===== config.mk =====
export PLATFORM = sky130hd
export DESIGN_NAME = circular_list_cursor_engine
export DESIGN_NICKNAME = d
export VERILOG_FILES = /design/src/sv/clce_pkg.sv /design/src/sv/clce_ctrl.sv /design/src/sv/clce_dp.sv /design/src/sv/circular_list_cursor_engine.sv
export SDC_FILE = /design/constraint.sdc
export NUM_CORES = 1
export LEC_CHECK = 0
export BUFFER_PORTS_ARGS = -buffer_cell sky130_fd_sc_hd__buf_2
export CELL_PAD_IN_SITES_DETAIL_PLACEMENT = 2
export CELL_PAD_IN_SITES_GLOBAL_PLACEMENT = 2
export CORE_UTILIZATION = 50
export CTS_CLUSTER_SIZE = 24
export DETAILED_ROUTE_END_ITERATION = 16
export PLACE_DENSITY_LB_ADDON = 0.1
export SETUP_SLACK_MARGIN = 0.5
export SKIP_LAST_GASP = 1
export SLEW_MARGIN = 20
export SYNTH_ARGS = -nofsm -noshare
export SYNTH_HDL_FRONTEND = slang
export SYNTH_SLANG_ARGS = --single-unit

===== constraint.sdc =====
create_clock -name clk_i -period 8 [get_ports clk_i]
set_input_delay 0.4 -clock clk_i [delete_from_list [all_inputs] [get_ports clk_i]]
set_output_delay 0.4 -clock clk_i [all_outputs]
set_load 0.02 [all_outputs]

===== src/sv/clce_pkg.sv =====
package clce_pkg;

  localparam int unsigned VALUE_W    = 32;
  localparam int unsigned STEP_BITS  = 31;
  localparam int unsigned DIV_CNT_W  = 5;
  localparam int unsigned COUNT_W    = 5;
  localparam int unsigned OP_W       = 2;
  localparam int unsigned STATUS_W   = 2;
  localparam int unsigned IN_DATA_W  = 64;
  localparam int unsigned OUT_DATA_W = 40;

  localparam logic [VALUE_W-1:0] VALUE_NONE = '1;

  typedef enum logic [OP_W-1:0] {
    OP_INSERT = 2'd0,
    OP_REMOVE = 2'd1,
    OP_ROTATE = 2'd2,
    OP_NOP    = 2'd3
  } op_e;

  typedef enum logic [STATUS_W-1:0] {
    ST_DONE  = 2'd0,
    ST_FULL  = 2'd1,
    ST_EMPTY = 2'd2
  } status_e;

  typedef struct packed {
    logic    in_ready;
    logic    ins_slot;
    logic    ins_commit;
    logic    rem_fetch;
    logic    rem_commit;
    logic    div_step;
    logic    walk_step;
    logic    out_load;
    status_e out_status;
  } cmd_t;

  typedef struct packed {
    logic in_valid;
    op_e  op;
    logic empty;
    logic single;
    logic full;
    logic step_pos;
    logic div_done;
    logic moves_zero;
    logic out_stall;
  } stat_t;

endpackage


===== src/sv/clce_ctrl.sv =====
module clce_ctrl (
  input  logic            clk_i,
  input  logic            rst_ni,
  input  clce_pkg::stat_t stat_i,
  output clce_pkg::cmd_t  cmd_o
);
  import clce_pkg::*;

  typedef enum logic [10:0] {
    S_IDLE     = 11'b000_0000_0001,
    S_DISP     = 11'b000_0000_0010,
    S_INS_NEW  = 11'b000_0000_0100,
    S_INS_LINK = 11'b000_0000_1000,
    S_REM_RD   = 11'b000_0001_0000,
    S_REM_LINK = 11'b000_0010_0000,
    S_ROT_DIV  = 11'b000_0100_0000,
    S_ROT_WAIT = 11'b000_1000_0000,
    S_ROT_STEP = 11'b001_0000_0000,
    S_VAL      = 11'b010_0000_0000,
    S_OUT      = 11'b100_0000_0000
  } state_e;

  state_e  state_q, state_d;
  status_e status_q, status_d;

  always_comb begin
    state_d  = state_q;
    status_d = status_q;
    cmd_o    = '0;
    cmd_o.out_status = status_q;
    unique case (state_q)
      S_IDLE: begin
        cmd_o.in_ready = 1'b1;
        if (stat_i.in_valid) begin
          state_d  = S_DISP;
          status_d = ST_DONE;
        end
      end
      S_DISP: begin
        unique case (stat_i.op)
          OP_INSERT: begin
            if (stat_i.full) begin
              status_d = ST_FULL;
              state_d  = S_VAL;
            end else begin
              state_d = S_INS_NEW;
            end
          end
          OP_REMOVE: begin
            if (stat_i.empty) begin
              status_d = ST_EMPTY;
              state_d  = S_VAL;
            end else begin
              state_d = S_REM_RD;
            end
          end
          OP_ROTATE: begin
            if (stat_i.empty) begin
              status_d = ST_EMPTY;
              state_d  = S_VAL;
            end else if (stat_i.step_pos) begin
              state_d = S_ROT_DIV;
            end else begin
              state_d = S_VAL;
            end
          end
          OP_NOP: state_d = S_VAL;
          default: state_d = S_VAL;
        endcase
      end
      S_INS_NEW: begin
        cmd_o.ins_slot = 1'b1;
        state_d = S_INS_LINK;
      end
      S_INS_LINK: begin
        cmd_o.ins_commit = 1'b1;
        state_d = S_VAL;
      end
      S_REM_RD: begin
        cmd_o.rem_fetch = 1'b1;
        state_d = S_REM_LINK;
      end
      S_REM_LINK: begin
        cmd_o.rem_commit = 1'b1;
        state_d = S_VAL;
      end
      S_ROT_DIV: begin
        if (stat_i.div_done) begin
          state_d = S_ROT_WAIT;
        end else begin
          cmd_o.div_step = 1'b1;
        end
      end
      S_ROT_WAIT: begin
        state_d = stat_i.moves_zero ? S_VAL : S_ROT_STEP;
      end
      S_ROT_STEP: begin
        cmd_o.walk_step = 1'b1;
        state_d = S_ROT_WAIT;
      end
      S_VAL: state_d = S_OUT;
      S_OUT: begin
        if (!stat_i.out_stall) begin
          cmd_o.out_load = 1'b1;
          state_d = S_IDLE;
        end
      end
      default: state_d = S_IDLE;
    endcase
  end

  always_ff @(posedge clk_i or negedge rst_ni) begin
    if (!rst_ni) begin
      state_q  <= S_IDLE;
      status_q <= ST_DONE;
    end else begin
      state_q  <= state_d;
      status_q <= status_d;
    end
  end

endmodule


===== src/sv/clce_dp.sv =====
module clce_dp #(
  parameter int unsigned CAPACITY = 16
) (
  input  logic                                 clk_i,
  input  logic                                 rst_ni,
  input  clce_pkg::cmd_t                       cmd_i,
  output clce_pkg::stat_t                      stat_o,
  input  logic                                 s_axis_tvalid_i,
  input  logic [clce_pkg::IN_DATA_W-1:0]       s_axis_tdata_i,
  input  logic [clce_pkg::OP_W-1:0]            s_axis_tuser_i,
  output logic                                 m_axis_tvalid_o,
  input  logic                                 m_axis_tready_i,
  output logic [clce_pkg::OUT_DATA_W-1:0]      m_axis_tdata_o,
  output logic [clce_pkg::STATUS_W-1:0]        m_axis_tuser_o
);
  import clce_pkg::*;

  localparam int unsigned IDX_W = (CAPACITY > 1) ? $clog2(CAPACITY) : 1;
  localparam int unsigned CNT_W = $clog2(CAPACITY + 1);

  logic [VALUE_W-1:0] val_mem  [CAPACITY];
  logic [IDX_W-1:0]   link_mem [CAPACITY];
  logic [IDX_W-1:0]   free_mem [CAPACITY];

  logic                 load_item;
  op_e                  op_q;
  logic [VALUE_W-1:0]   value_q;
  logic [VALUE_W-1:0]   steps_q;
  logic [IDX_W-1:0]     cursor_q;
  logic [CNT_W-1:0]     size_q;
  logic [CNT_W-1:0]     free_cnt_q;
  logic [CNT_W-1:0]     fresh_q;
  logic [IDX_W-1:0]     slot_q;
  logic [IDX_W-1:0]     target_q;
  logic [IDX_W-1:0]     link_rd_q;
  logic [IDX_W-1:0]     free_rd_q;
  logic [VALUE_W-1:0]   val_rd_q;
  logic [STEP_BITS-1:0] dvd_q;
  logic [DIV_CNT_W-1:0] div_cnt_q;
  logic [CNT_W-1:0]     rem_q;

  logic                 free_avail;
  logic [IDX_W-1:0]     slot_d;
  logic [CNT_W-1:0]     free_top_m1;
  logic [IDX_W-1:0]     link_raddr;
  logic                 link_we;
  logic [IDX_W-1:0]     link_waddr;
  logic [IDX_W-1:0]     link_wdata;
  logic [CNT_W:0]       rem_shift;
  logic [CNT_W:0]       rem_diff;
  logic                 size_zero;
  logic                 size_one;
  logic                 out_valid_q;
  logic [OUT_DATA_W-1:0] out_data_q;
  logic [STATUS_W-1:0]  out_user_q;
  logic [VALUE_W-1:0]   shown;

  assign load_item   = cmd_i.in_ready & s_axis_tvalid_i;
  assign size_zero   = (size_q == '0);
  assign size_one    = (size_q == CNT_W'(1));
  assign free_avail  = (free_cnt_q != '0);
  assign free_top_m1 = free_cnt_q - CNT_W'(1);
  assign slot_d      = free_avail ? free_rd_q : fresh_q[IDX_W-1:0];
  assign link_raddr  = cmd_i.rem_fetch ? link_rd_q : cursor_q;
  assign rem_shift   = {rem_q, dvd_q[STEP_BITS-1]};
  assign rem_diff    = rem_shift - {1'b0, size_q};

  always_comb begin
    link_we    = 1'b0;
    link_waddr = cursor_q;
    link_wdata = slot_q;
    priority if (cmd_i.ins_slot) begin
      link_we    = 1'b1;
      link_waddr = slot_d;
      link_wdata = size_zero ? slot_d : link_rd_q;
    end else if (cmd_i.ins_commit) begin
      link_we    = !size_zero;
      link_wdata = slot_q;
    end else if (cmd_i.rem_commit) begin
      link_we    = !size_one;
      link_wdata = link_rd_q;
    end
  end

  always_ff @(posedge clk_i) begin
    if (cmd_i.ins_slot) begin
      val_mem[slot_d] <= value_q;
    end
    val_rd_q <= val_mem[cursor_q];
  end

  always_ff @(posedge clk_i) begin
    if (link_we) begin
      link_mem[link_waddr] <= link_wdata;
    end
    link_rd_q <= link_mem[link_raddr];
  end

  always_ff @(posedge clk_i) begin
    if (cmd_i.rem_commit) begin
      free_mem[free_cnt_q[IDX_W-1:0]] <= target_q;
    end
    free_rd_q <= free_mem[free_top_m1[IDX_W-1:0]];
  end

  always_ff @(posedge clk_i) begin
    if (load_item) begin
      op_q    <= op_e'(s_axis_tuser_i);
      value_q <= s_axis_tdata_i[VALUE_W-1:0];
      steps_q <= s_axis_tdata_i[2*VALUE_W-1:VALUE_W];
    end
    if (cmd_i.ins_slot) begin
      slot_q <= slot_d;
    end
    if (cmd_i.rem_fetch) begin
      target_q <= link_rd_q;
    end
  end

  always_ff @(posedge clk_i or negedge rst_ni) begin
    if (!rst_ni) begin
      cursor_q   <= '0;
      size_q     <= '0;
      free_cnt_q <= '0;
      fresh_q    <= '0;
      dvd_q      <= '0;
      div_cnt_q  <= '0;
      rem_q      <= '0;
    end else begin
      if (load_item) begin
        dvd_q     <= s_axis_tdata_i[VALUE_W+STEP_BITS-1:VALUE_W];
        div_cnt_q <= DIV_CNT_W'(STEP_BITS);
        rem_q     <= '0;
      end else if (cmd_i.div_step) begin
        dvd_q     <= {dvd_q[STEP_BITS-2:0], 1'b0};
        div_cnt_q <= div_cnt_q - DIV_CNT_W'(1);
        rem_q     <= rem_diff[CNT_W] ? rem_shift[CNT_W-1:0] : rem_diff[CNT_W-1:0];
      end else if (cmd_i.walk_step) begin
        rem_q    <= rem_q - CNT_W'(1);
        cursor_q <= link_rd_q;
      end
      if (cmd_i.ins_commit) begin
        cursor_q <= slot_q;
        size_q   <= size_q + CNT_W'(1);
        if (free_avail) begin
          free_cnt_q <= free_top_m1;
        end else begin
          fresh_q <= fresh_q + CNT_W'(1);
        end
      end
      if (cmd_i.rem_commit) begin
        size_q     <= size_q - CNT_W'(1);
        free_cnt_q <= free_cnt_q + CNT_W'(1);
        if (size_one) begin
          cursor_q <= '0;
        end
      end
    end
  end

  assign shown = size_zero ? VALUE_NONE : val_rd_q;

  always_ff @(posedge clk_i or negedge rst_ni) begin
    if (!rst_ni) begin
      out_valid_q <= 1'b0;
    end else if (cmd_i.out_load) begin
      out_valid_q <= 1'b1;
    end else if (m_axis_tready_i) begin
      out_valid_q <= 1'b0;
    end
  end

  always_ff @(posedge clk_i) begin
    if (cmd_i.out_load) begin
      out_user_q <= cmd_i.out_status;
      out_data_q <= {(OUT_DATA_W - VALUE_W - COUNT_W - 1)'(0), size_zero,
                     COUNT_W'(size_q), shown};
    end
  end

  assign m_axis_tvalid_o = out_valid_q;
  assign m_axis_tdata_o  = out_data_q;
  assign m_axis_tuser_o  = out_user_q;

  always_comb begin
    stat_o            = '0;
    stat_o.in_valid   = s_axis_tvalid_i;
    stat_o.op         = op_q;
    stat_o.empty      = size_zero;
    stat_o.single     = size_one;
    stat_o.full       = (size_q == CNT_W'(CAPACITY));
    stat_o.step_pos   = !steps_q[VALUE_W-1] && (steps_q != '0);
    stat_o.div_done   = (div_cnt_q == '0);
    stat_o.moves_zero = (rem_q == '0);
    stat_o.out_stall  = out_valid_q && !m_axis_tready_i;
  end

endmodule


===== src/sv/circular_list_cursor_engine.sv =====
// channel   dir  tdata                                      tuser
// s_axis    in   [31:0] data_value, [63:32] step_count      [1:0] op
// m_axis    out  [31:0] cursor_value, [36:32] node_count,   [1:0] status
//                [37] is_empty, [39:38] zero
//
// One word at a time. Insert and remove pass dispatch, two memory states, validate and output;
// a dropped or ignored word, a no-op or a rotate that does not move skips the memory states.
// Rotate runs a 31-step remainder unit on step_count mod count, then one link-memory read
// and cursor update per remaining step.
// Reset empties the ring; node memories need no clearing pass.
// A stalled result holds in the output register; the next word is taken after it loads.
module circular_list_cursor_engine #(
  parameter int unsigned CAPACITY = 16
) (
  input  logic                                 clk_i,
  input  logic                                 rst_ni,
  input  logic                                 s_axis_tvalid_i,
  output logic                                 s_axis_tready_o,
  input  logic [clce_pkg::IN_DATA_W-1:0]       s_axis_tdata_i,  // data_value, step_count
  input  logic [clce_pkg::OP_W-1:0]            s_axis_tuser_i,  // op
  output logic                                 m_axis_tvalid_o,
  input  logic                                 m_axis_tready_i,
  output logic [clce_pkg::OUT_DATA_W-1:0]      m_axis_tdata_o,  // cursor_value, node_count, is_empty
  output logic [clce_pkg::STATUS_W-1:0]        m_axis_tuser_o   // status
);
  import clce_pkg::*;

  cmd_t  cmd;
  stat_t stat;

  clce_ctrl u_ctrl (
    .clk_i  (clk_i),
    .rst_ni (rst_ni),
    .stat_i (stat),
    .cmd_o  (cmd)
  );

  clce_dp #(
    .CAPACITY (CAPACITY)
  ) u_dp (
    .clk_i           (clk_i),
    .rst_ni          (rst_ni),
    .cmd_i           (cmd),
    .stat_o          (stat),
    .s_axis_tvalid_i (s_axis_tvalid_i),
    .s_axis_tdata_i  (s_axis_tdata_i),
    .s_axis_tuser_i  (s_axis_tuser_i),
    .m_axis_tvalid_o (m_axis_tvalid_o),
    .m_axis_tready_i (m_axis_tready_i),
    .m_axis_tdata_o  (m_axis_tdata_o),
    .m_axis_tuser_o  (m_axis_tuser_o)
  );

  assign s_axis_tready_o = cmd.in_ready;

endmodule

==> impl_results.rst <==
.. list-table::
   :header-rows: 1

   * - Metric
     - Value
   * - Number of global-route vias before repair
     - 20000
   * - Portion of total power attributed to sequential cells
     - 49.3%
   * - Primary flip-flop cell chosen by synthesis mapping
     - sky130_fd_sc_hd__edfxtp_1
   * - Internal Pwr Total
     - 0.00860 W
   * - CP max FO
     - 9
   * - Slew at the pin closest to its max-slew limit
     - 1.14 ns
   * - Worst Hold Launch
     - s_axis_tvalid_i
   * - Depth of the worst register-to-register path
     - 8
   * - Wire length per cell after detailed routing
     - 35.5 um
   * - Fin Clk Skew
     - 0.0448 ns
   * - Outcome
     - finished clean
   * - Core ar.
     - 65900 um^2
   * - Starting density of the core
     - 50.7%
   * - Library cell with the largest summed area after synthesis
     - sky130_fd_sc_hd__edfxtp_1
   * - Length of the first detailed-routing pass in iterations
     - 5
   * - Switching Share
     - 27.9%
   * - Pin count of the biggest net entering global routing
     - 89
   * - Hold crit path type
     - in2reg
   * - Area of the die
     - 67800 um^2
   * - WS Path Type
     - reg2reg
   * - Vias per std cell
     - 6.28
   * - Inst Count DP
     - 2640
   * - Number of routed nets with antenna violations
     - 0
   * - Post-synth cell types
     - 73
   * - Crit end category
     - register
   * - Leading post-synthesis cells by cell area
     - sky130_fd_sc_hd__edfxtp_1 68%, sky130_fd_sc_hd__mux4_2 12%, sky130_fd_sc_hd__dfrtp_1 5.4%
   * - Input/output buffers
     - 111
   * - Sequential-to-total area share from yosys stat
     - 75.7%
   * - Synth-to-layout area growth
     - 16.7%
   * - TritonCTS clock tree
     - done
   * - Clk sinks
     - 867
   * - Site row count
     - 94
   * - Most common cell in the netlist
     - sky130_fd_sc_hd__edfxtp_1
   * - Clock edge transition at the registers on the reported setup and hold paths
     - 0.06 ns
   * - Number of CTS-inserted buffers
     - 91
   * - GRT Overall Usage
     - 30.9%
   * - Post-synth top cells
     - 754 x sky130_fd_sc_hd__edfxtp_1, 180 x sky130_fd_sc_hd__mux4_2, 104 x sky130_fd_sc_hd__nand2_1
   * - Number of antenna violations at the first check in global routing
     - 2
   * - Count of mapped cells out of synthesis
     - 1707
   * - Hold Crit Depth
     - 4
   * - Fmax
     - 0.225 GHz
   * - Post-cts sizing count
     - 0
   * - Detailed-route wire length
     - 102000 um
   * - IR drop worst, VDD
     - 0.000231 V
   * - Clock H-tree levels
     - 3
   * - Global-route wire length before repair
     - 148000 um
   * - Net switching component of the power
     - 0.00332 W
   * - Post-synthesis async set-or-reset flop share
     - 8.42%
   * - Total negative slack for setup checks
     - 0 ns
   * - DR DRC count
     - 0
   * - Leakage power
     - 13.1 nW
   * - Final number of max-transition violations
     - 0
   * - CTS Root Cell
     - sky130_fd_sc_hd__clkbuf_16
   * - Critical path launch point
     - u_dp.free_cnt_q[1]$_DFFE_PN0P_
   * - Power density over cell area
     - 306 nW/um^2
   * - Final number of setup-violating endpoints
     - 0
   * - Reg2reg start
     - u_dp.free_cnt_q[1]$_DFFE_PN0P_
   * - Design Power
     - 0.0119 W
   * - Max-slew headroom
     - 23.7%
   * - Data required time at the worst endpoint
     - 8.31 ns
   * - Drt initial violations
     - 1915
   * - Vias after detailed routing
     - 18100
   * - Fraction of synthesized cell area taken by the top area cell type
     - 67.8%
   * - Reg-to-reg setup timing slack
     - 3.55 ns
   * - Count of state elements after synthesis
     - 867
   * - Worst Path Arrival
     - 4.76 ns
   * - Detail Placement HPWL
     - 53200 um
   * - Number of max-capacitance violations reported
     - 0
   * - Element type at the critical path start
     - register
   * - Number of hold-slack violations in the final timing report
     - 0
   * - Ratio of final minimum period to clock period
     - 55.6%
   * - Final GP Congestion
     - 0.794
   * - Hold EP
     - u_ctrl.state_q[0]$_DFFE_PN1P_
   * - End of the worst register-to-register path
     - u_dp.link_mem[7][0]$_DFFE_PP_
   * - Bufs on Longest Clock Path
     - 3
   * - Die boundary width
     - 260 um
   * - Post-synthesis instance area
     - 33400 um^2
   * - Leftover overflow at the end of global routing
     - 0
   * - Non-filler cells, final
     - 2879
   * - Final hold slack
     - 0.0694 ns
   * - IO Count
     - 114
   * - Clock insertion delay at the later pin of the skew report
     - 0.68 ns
   * - Warnings from Yosys
     - 0
   * - Minimum clock period
     - 4.45 ns
   * - Fraction of layout cells with a size suffix above 1
     - 26.4%
   * - Number of synthesized flops with an enable pin
     - 754
   * - Mean instance size in the synthesized netlist
     - 19.6 um^2
   * - DIE HEIGHT
     - 260 um
   * - Relative contribution of combinational cells to total power
     - 13.2%
   * - RSZ-0062 raised after global routing
     - no
   * - Clk network pwr share
     - 37.5%
   * - Number of nets in the layout
     - 2031
   * - Final Core Density
     - 59.1%
[area by class of cell]
| type | count | area (um^2) |
|---|---|---|
| inverters | 42 | 160 |
| diodes | 1 | 2.50 |
| clock inverters | 45 | 504 |
| clock buffers | 125 | 2560 |
| repair buffers | 206 | 1540 |
| multi-input cells | 729 | 7810 |
| fillers | 5322 | 26900 |
| flip-flops and latches | 867 | 25300 |
| well taps | 864 | 1080 |
[layout by cell type, fill, tap and decap left out, drive strengths merged, types with 6 or more instances in the layout]
cell type / n
a21oi: 16
inv: 45
and3: 10
nand2b: 40
mux4: 180
dfxtp: 40
nand3: 7
and2: 9
o211ai: 6
nor3: 16
nor2: 80
bufinv: 8
dfrtp: 72
buf: 139
o21ai: 16
nor3b: 6
mux2i: 22
a22oi: 40
clkinv: 34
nand2: 104
ha: 23
nor4: 13
nand4: 8
edfxtp: 754
nor2b: 12
mux2: 23
xnor2: 13
clkbuf: 125
dlygate4sd3: 67
a211oi: 23
[power by group through the flow]
stage	sequential, W	combinational, W	clock (W)
6_report	0.00588	0.00157	0.00447
5_1_grt	0.00591	0.00168	0.00466
4_1_cts	0.00585	0.00155	0.00446
3_5_place_dp	0.00593	0.00149	0
3_3_place_gp	0.00587	0.00140	0
2_1_floorplan	0.00573	0.00102	0
[worst max-delay path, stage by stage (launching register included)]
cell and delay (ns):
sky130_fd_sc_hd__dfrtp_1 0.47, sky130_fd_sc_hd__inv_1 0.15, sky130_fd_sc_hd__ha_1 0.21, sky130_fd_sc_hd__nor4b_2 0.85, sky130_fd_sc_hd__mux2i_1 0.60, sky130_fd_sc_hd__inv_1 0.19
sky130_fd_sc_hd__nand3_1 0.46, sky130_fd_sc_hd__a21boi_0 0.87, sky130_fd_sc_hd__nor2_1 0.32
[registers in the layout, indices dropped and copies added, names as in the netlist, 5 cells and up]
name                 count
u_dp.div_cnt_q           5
u_dp.link_mem           64
u_dp.free_cnt_q          5
u_ctrl.state_q          11
u_dp.rem_q               5
u_dp.free_mem           64
u_dp.value_q            32
u_dp.val_mem           512
u_dp.val_rd_q           32
u_dp.size_q              5
u_dp.m_axis_tdata_o     38
u_dp.steps_q            32
u_dp.dvd_q              31
[cells by family (layout without fill, tap and decap cells)]
kind of cell	count (synthesis)	count (layout)	synth area share [%]
mux	225	225	13.6
other cells	1	3	0.0112
simple gates	328	328	4.99
flops	867	867	75.7
buf+inv	112	418	1.38
xor+xnor	16	16	0.420
compound gates	134	134	2.95
fa+ha+maj	24	24	0.922
[per-layer routing]
layer / part of all wire (%) / vias to the layer above / track usage, %
li1: - / 7301 / -
met1: 39 / 9920 / 40.3
met2: 54 / 713 / 54.9
met3: 4.7 / 159 / 3.77
met4: 2.5 / 0 / 8.43
met5: 0 / - / 0
[stage by stage]
stage               cell area, um^2  worst slack (ns)
global route                  38900              3.39
finish                        38900              3.55
detailed placement            35100              3.78
floorplan                     33400              3.90
global placement              35000              4.10
CTS                           38900              3.60
[how the worst max path moves through the flow]
stage,cells past startpoint,end
after floorplan,7,u_dp.val_mem[0][0]$_DFFE_PP_
after CTS,8,u_dp.link_mem[7][0]$_DFFE_PP_
after global placement,6,u_dp.val_mem[2][17]$_DFFE_PP_
after global routing,7,u_dp.val_mem[0][1]$_DFFE_PP_
after detailed placement,7,u_dp.val_mem[0][14]$_DFFE_PP_
final,8,u_dp.link_mem[7][0]$_DFFE_PP_
[what timing repair did]
item | in CTS | in global routing
buffers inserted | 0 | 0
endpoints found under the hold margin | 143 | 0
hold buffers | 67 | 0
(Power assumes the default switching activity.)
